### config.mk
export PLATFORM = sky130hd
export DESIGN_NAME = r2fft_front_flat
export DESIGN_NICKNAME = d
export VERILOG_FILES = /design/src/design/r2fft_pkg.sv /design/src/design/r2fft_if.sv /design/src/design/r2fft_front.sv /design/src/flat_wrapper.sv
export SDC_FILE = /design/constraint.sdc
export NUM_CORES = 1
export LEC_CHECK = 0
export ABC_AREA = 1
export BUFFER_PORTS_ARGS = -buffer_cell sky130_fd_sc_hd__buf_2
export CORE_MARGIN = 2
export CORE_UTILIZATION = 45
export DETAILED_ROUTE_END_ITERATION = 8
export MAX_ROUTING_LAYER = met4
export PLACE_DENSITY = 0.71
export RECOVER_POWER = 50
export SYNTH_ARGS = -nofsm -noshare
export SYNTH_HDL_FRONTEND = slang
export SYNTH_SLANG_ARGS = --single-unit
export TNS_END_PERCENT = 5
### constraint.sdc
create_clock -name clk -period 3.15 [get_ports clk]
set_input_delay 0.4725 -clock clk [delete_from_list [all_inputs] [get_ports clk]]
set_output_delay 0.4725 -clock clk [all_outputs]
set_load 0.02 [all_outputs]
### src/design/r2fft_pkg.sv
package r2fft_pkg;

	localparam int MAX_LOG_LEN = 10;
	localparam int TW_FRAC     = 15;
	localparam int FRAME_MAX   = 1 << MAX_LOG_LEN;
	localparam int ROM_LEN     = FRAME_MAX / 2;
	localparam int ADDR_W      = MAX_LOG_LEN;
	localparam int CNT_W       = MAX_LOG_LEN + 1;
	localparam int ROM_AW      = MAX_LOG_LEN - 1;
	localparam int LG_W        = 4;
	localparam int SAMPLE_W    = 16;
	localparam int ACC_W       = 32;
	localparam int TW_W        = TW_FRAC + 2;
	localparam int PROD_W      = TW_W + ACC_W;
	localparam int BATCH_W     = 11;
	localparam int CFG_IDX_W   = 2;
	localparam int CFG_DATA_W  = 11;

	localparam logic [CFG_IDX_W-1:0] CFG_LOG_LEN      = 2'd0;
	localparam logic [CFG_IDX_W-1:0] CFG_INVERSE      = 2'd1;
	localparam logic [CFG_IDX_W-1:0] CFG_SHIFT_HALVES = 2'd2;
	localparam logic [CFG_IDX_W-1:0] CFG_BATCH_FRAMES = 2'd3;

	typedef logic signed [TW_W-1:0] tw_t;
	typedef tw_t tw_rom_t [ROM_LEN];

	// queue entry between front and back
	typedef struct packed {
		logic                       is_read;
		logic signed [SAMPLE_W-1:0] re;
		logic signed [SAMPLE_W-1:0] im;
	} item_t;

	typedef enum logic [3:0] {
		ST_IDLE,
		ST_RD_OUT,
		ST_XF_NEXT,
		ST_XF_RD_P,
		ST_XF_RD_Q,
		ST_XF_MUL,
		ST_XF_RND,
		ST_XF_WR_P,
		ST_XF_WR_Q
	} state_t;

	typedef enum logic [1:0] {
		PH_PRESWAP,
		PH_BITREV,
		PH_STAGE,
		PH_POSTSWAP
	} phase_t;

	// Twiddle table: Q30 Taylor series on angle folded into [0, pi/4], rounded half up.
	function automatic tw_rom_t build_rom(input bit want_sin);
		tw_rom_t rom;
		longint unsigned kk, x, x2, ts, tc;
		longint ss, cs, v, cv, sv;
		bit neg, swp;
		for (int k = 0; k < ROM_LEN; k++) begin
			kk  = longint'(k);
			neg = 1'b0;
			swp = 1'b0;
			if (kk > longint'(FRAME_MAX / 4)) begin
				kk  = longint'(FRAME_MAX / 2) - kk;
				neg = 1'b1;
			end
			if (kk > longint'(FRAME_MAX / 8)) begin
				kk  = longint'(FRAME_MAX / 4) - kk;
				swp = 1'b1;
			end
			x  = (kk * (64'hC90FDAA22168C234 >> 22) + (64'd1 << (MAX_LOG_LEN + 8)))
			     >> (MAX_LOG_LEN + 9);
			x2 = (x * x) >> 30;
			ts = x;
			tc = 64'd1 << 30;
			ss = longint'(x);
			cs = longint'(64'd1 << 30);
			for (int i = 1; i <= 7; i++) begin
				ts = ((ts * x2) >> 30) / 64'((2 * i) * (2 * i + 1));
				tc = ((tc * x2) >> 30) / 64'((2 * i - 1) * (2 * i));
				if ((i % 2) == 1) begin
					ss = ss - longint'(ts);
					cs = cs - longint'(tc);
				end else begin
					ss = ss + longint'(ts);
					cs = cs + longint'(tc);
				end
			end
			v = swp ? ss : cs;
			if (v < 0) v = 0;
			if (v > (longint'(1) << 30)) v = longint'(1) << 30;
			cv = (v + (longint'(1) << (29 - TW_FRAC))) >>> (30 - TW_FRAC);
			v = swp ? cs : ss;
			if (v < 0) v = 0;
			if (v > (longint'(1) << 30)) v = longint'(1) << 30;
			sv = (v + (longint'(1) << (29 - TW_FRAC))) >>> (30 - TW_FRAC);
			if (want_sin) rom[k] = tw_t'(sv);
			else          rom[k] = neg ? tw_t'(-cv) : tw_t'(cv);
		end
		return rom;
	endfunction

	localparam tw_rom_t ROM_COS = build_rom(1'b0);
	localparam tw_rom_t ROM_SIN = build_rom(1'b1);

endpackage

### src/design/r2fft_if.sv
interface r2fft_in_if;
	logic                                 valid;
	logic                                 ready;
	logic                                 mode;
	logic signed [r2fft_pkg::SAMPLE_W-1:0] sample_real;
	logic signed [r2fft_pkg::SAMPLE_W-1:0] sample_imag;
	modport source (output valid, mode, sample_real, sample_imag, input ready);
	modport sink (input valid, mode, sample_real, sample_imag, output ready);
endinterface


### src/design/r2fft_front.sv
module r2fft_front (
	input  logic              clk,
	input  logic              arst_n,
	r2fft_in_if.sink          in_ch,
	output logic              q_valid,
	output r2fft_pkg::item_t  q_item,
	input  logic              q_pop
);

	// two-word queue; mode decoded into the entry's op flag
	r2fft_pkg::item_t item_q [2];
	logic             wr_ptr_q, rd_ptr_q;
	logic [1:0]       count_q;
	logic             push;

	assign in_ch.ready = (count_q != 2'd2);
	assign push        = in_ch.valid && in_ch.ready;
	assign q_valid     = (count_q != 2'd0);
	assign q_item      = item_q[rd_ptr_q];

	always_ff @(posedge clk or negedge arst_n) begin
		if (!arst_n) begin
			wr_ptr_q <= 1'b0;
			rd_ptr_q <= 1'b0;
			count_q  <= 2'd0;
		end else begin
			if (push) wr_ptr_q <= !wr_ptr_q;
			if (q_pop) rd_ptr_q <= !rd_ptr_q;
			if (push && !q_pop) count_q <= count_q + 2'd1;
			else if (!push && q_pop) count_q <= count_q - 2'd1;
		end
	end

	always_ff @(posedge clk) begin
		if (push) begin
			item_q[wr_ptr_q].is_read <= in_ch.mode;
			item_q[wr_ptr_q].re      <= in_ch.sample_real;
			item_q[wr_ptr_q].im      <= in_ch.sample_imag;
		end
	end

endmodule

### src/flat_wrapper.sv
// flat-port wrapper written by rule: the top's interface ports become plain ports
module r2fft_front_flat 
  (clk, arst_n, q_valid, q_item, q_pop, in_ch_valid, in_ch_mode, in_ch_sample_real, in_ch_sample_imag, in_ch_ready);
  r2fft_in_if in_ch_i ();
  input  logic clk;
  input  logic arst_n;
  output logic q_valid;
  output r2fft_pkg::item_t q_item;
  input  logic q_pop;
  input wire logic [$bits(in_ch_i.valid)-1:0] in_ch_valid;
  input wire logic [$bits(in_ch_i.mode)-1:0] in_ch_mode;
  input wire logic [$bits(in_ch_i.sample_real)-1:0] in_ch_sample_real;
  input wire logic [$bits(in_ch_i.sample_imag)-1:0] in_ch_sample_imag;
  output wire logic [$bits(in_ch_i.ready)-1:0] in_ch_ready;
  assign in_ch_i.valid = in_ch_valid;
  assign in_ch_i.mode = in_ch_mode;
  assign in_ch_i.sample_real = in_ch_sample_real;
  assign in_ch_i.sample_imag = in_ch_sample_imag;
  assign in_ch_ready = in_ch_i.ready;
  r2fft_front u_core (.clk(clk), .arst_n(arst_n), .in_ch(in_ch_i), .q_valid(q_valid), .q_item(q_item), .q_pop(q_pop));
endmodule
==> Flow_metrics.wiki <==
{| class="wikitable"
! Metric !! Value
|-
| Die Ht || a little over 80 um
|-
| Signed area change from the synthesized netlist to the final layout || 19.4%
|-
| Maximum net fanout on the critical path || 13
|-
| Summed instance area of the synthesized netlist || about 0.0027 sq mm
|-
| Total power divided by cell area || between 900 and 1000 mW/mm^2
|-
| Fillcell total || a little under 500
|-
| Highest ir drop seen on vdd || 0.641 mV
|-
| Relative contribution of the clock network to total power || 0.216
|-
| Worst-margin pin slew || 0.958 ns
|-
| Pre-antenna DRT Iters || 5
|-
| Psw || just over 1 mW
|-
| Vias after detailed routing || ~1400
|-
| Type of element capturing the critical path || output port
|-
| Setup repair after global routing missed its margin || false
|-
| Combinational cell fraction of total power || 0.352
|-
| Routed length per instance || around 14 um
|-
| Critical path data required time || about 2.7 ns
|-
| # DRC || 0
|-
| Clock tree from TritonCTS || built
|-
| Post-route minimum period || ~2.3 ns
|-
| Root buffer cell || sky130_fd_sc_hd__clkbuf_8
|-
| Flops & latches, synth || 70
|-
| Syn nets || ~170
|-
| Min-delay worst type || in -> reg
|-
| Synthesized area divided by synthesized cell count || approximately 21 sq um
|-
| Total congestion overflow after global routing || 0
|-
| Count of unique library cells instantiated by Yosys || 14
|-
| Synthesis Warnings || 0
|-
| WS Path Type || reg -> out
|-
| H-tree depth reported by CTS || 3
|-
| Normalized max-slew margin || 0.360
|-
| Signal arrival time at the worst endpoint || between 1.5 and 2 ns
|-
| Initial antenna violation count || 0
|-
| Internal cell power || 2.07 mW
|-
| Share of total power in sequential cells || 0.432
|-
| Post-CTS setup repair buffer count || 0
|-
| Pin count of the biggest net entering global routing || 34
|-
| Floorplan Core Area || 0.00592 sq mm
|-
| Antenna Cells || 0
|-
| Vias/cell || 4.67
|-
| Hpwl dp || roughly 2.8 mm
|-
| Floorplan die width || between 80 and 90 um
|-
| Number of nets in the layout || roughly 250
|-
| Worst hold slack || 0.328 ns
|-
| Cts bufs inserted || 9
|-
| Worst clock skew || 0.00490 ns
|-
| Total wire length after detailed routing || approximately 4.1 mm
|-
| Number of ports placed on the die boundary || 72
|-
| Starting Density || 0.463
|-
| Buffer depth of the longest clock path || 2
|-
| Setup TNS || 0 ns
|-
| Share of the cycle needed by the critical path after routing || 0.727
|-
| Number of buffer cells added on primary ports || a little over 70
|-
| Post-synthesis instance total || 129
|-
| Clock latency at the later pin of the worst-skew pair || 0.33 ns
|-
| Detailed Route Iter0 Violations || roughly 60
|-
| Total of max-cap violations || 0
|-
| Element type at the critical path start || flip-flop
|-
| Status || finished, final reports clean
|-
| DP Cell Count || about 270
|-
| First-pass GRT wire length || between 6 and 7 mm
|-
| CTS resizes || 0
|-
| Worst setup timing slack at the placement stage || approximately 1.2 ns
|-
| Placement row count || 28
|-
| Total Routing Usage GR || 0.137
|-
| TritonCTS sink count || 70
|-
| Final number of hold-violating endpoints || 0
|-
| Leak Pwr || about 1.3 nW
|-
| Vias in the first global route || 1352
|-
| Highest achievable clock rate || between 400 and 500 MHz
|-
| Die area || between 0.006 and 0.007 sq mm
|-
| Final setup violation count || 0
|-
| Worst-case setup margin in the final layout || approximately 0.86 ns
|-
| Layout cells sized above 1 || 0.400
|-
| Sequential cell area fraction in the yosys report || 0.759
|-
| Clock transition at the registers of the reported paths || 0.07 ns
|-
| Final Wtd Congestion || 0.682
|-
| Final non-filler cell total || between 200 and 300
|-
| Slew Viols, Final || 0
|-
| Proportion of total power due to net switching || 0.331
|-
| Utilization of the core after routing || 0.553
|-
| Routed Antenna Nets || 0
|}
-- routing by layer --
metal	up-vias	wire [um]	track usage	part of all wire
met5	-	0	-	0
met4	0	51	0.0850	0.012
met3	6	309	0.0374	0.075
met2	57	2050	0.215	0.50
met1	642	1720	0.158	0.42
li1	648	-	-	-
-- cell families (layout without fill, tap and decap cells) --
logic type | Yosys count | count (layout) | synth area share
adders and majority gates | 1 | 1 | 0.00456
muxes | 33 | 33 | 0.175
DFF | 70 | 70 | 0.759
xor gates and xnor gates | 3 | 3 | 0.00958
buffers and inverters | 11 | 97 | 0.0356
and+or+nand+nor | 11 | 11 | 0.0164
-- state kept, by name, summed over array words and instances (netlist names) --
name,cells
u_core.wr_ptr_q,1
u_core.count_q,2
u_core.rd_ptr_q,1
u_core.item_q,66
-- cell type report --
type                       count  area [sq um]  area share
clock buffer                   9           124      0.0378
clock inverter                 7          65.1      0.0199
inverter                       7          26.3     0.00802
multi-input combinational     48           538       0.164
sequential                    70          2080       0.636
tap                           75          93.8      0.0286
timing repair buffer          74           345       0.105
-- critical path, stage by stage (launching register included) --
cell and delay (ns):
sky130_fd_sc_hd__dfrtp_2 0.35, sky130_fd_sc_hd__clkbuf_1 0.58, sky130_fd_sc_hd__mux2_1 0.39, sky130_fd_sc_hd__buf_2 0.16
-- power by group through the flow --
stage	logic (mW)	registers, mW	clock network [mW]
2_1_floorplan	0.956	1.35	0
3_3_place_gp	1.18	1.35	0
3_5_place_dp	1.19	1.36	0
4_1_cts	1.19	1.34	0.693
5_1_grt	1.18	1.36	0.732
6_report	1.09	1.34	0.667
-- synthesized netlist by cell type --
library cell	number	share of area
sky130_fd_sc_hd__edfxtp_1	66	0.72
sky130_fd_sc_hd__nand4_1	1	0.0023
sky130_fd_sc_hd__xnor2_1	1	0.0032
sky130_fd_sc_hd__nand2_1	7	0.0096
sky130_fd_sc_hd__buf_12	3	0.022
sky130_fd_sc_hd__mux2_2	4	0.016
sky130_fd_sc_hd__nand3_1	1	0.0018
sky130_fd_sc_hd__xor2_1	2	0.0064
sky130_fd_sc_hd__nor2_1	2	0.0027
sky130_fd_sc_hd__mux2_4	29	0.16
sky130_fd_sc_hd__dfrtp_1	4	0.036
sky130_fd_sc_hd__buf_6	1	0.0041
sky130_fd_sc_hd__ha_1	1	0.0046
sky130_fd_sc_hd__inv_1	7	0.0096
-- worst paths after layout --
path | startpoint | end | cells past startpoint | slack [ns]
hold / removal | in_ch_sample_imag[8] | u_core.item_q[1][8]$_DFFE_PP_ | 1 | 0.33
setup reg to reg | u_core.count_q[0]$_DFFE_PN0P_ | u_core.item_q[1][14]$_DFFE_PP_ | 4 | 1.24
setup / recovery | u_core.rd_ptr_q$_DFFE_PN0P_ | q_item[28] | 3 | 0.86
min in group asynchronous | arst_n | u_core.count_q[0]$_DFFE_PN0P_ | 2 | 0.52
max in group asynchronous | arst_n | u_core.rd_ptr_q$_DFFE_PN0P_ | 2 | 2.41
hold reg to reg | u_core.count_q[0]$_DFFE_PN0P_ | u_core.count_q[0]$_DFFE_PN0P_ | 1 | 0.51
-- per-stage QoR --
stage	cell area, sq um	power (mW)
after detailed placement	3150	2.55
after global placement	3150	2.53
after floorplan	2740	2.30
after global routing	3280	3.27
final	3280	3.09
after CTS	3350	3.23
-- what timing repair did --
action	CTS	global route
hold buffers	1	0
endpoints found under the setup margin	0	0
endpoints found under the hold margin	4	0
-- cell usage in the layout, fill, tap and decap left out, drive strengths merged, types with 2 or more instances in the layout --
master	count
buf	47
clkbuf	35
clkinv	3
clkinvlp	3
dfrtp	4
edfxtp	66
inv	7
mux2	33
nand2	7
nor2	2
xor2	2
(Power assumes the default switching activity.)
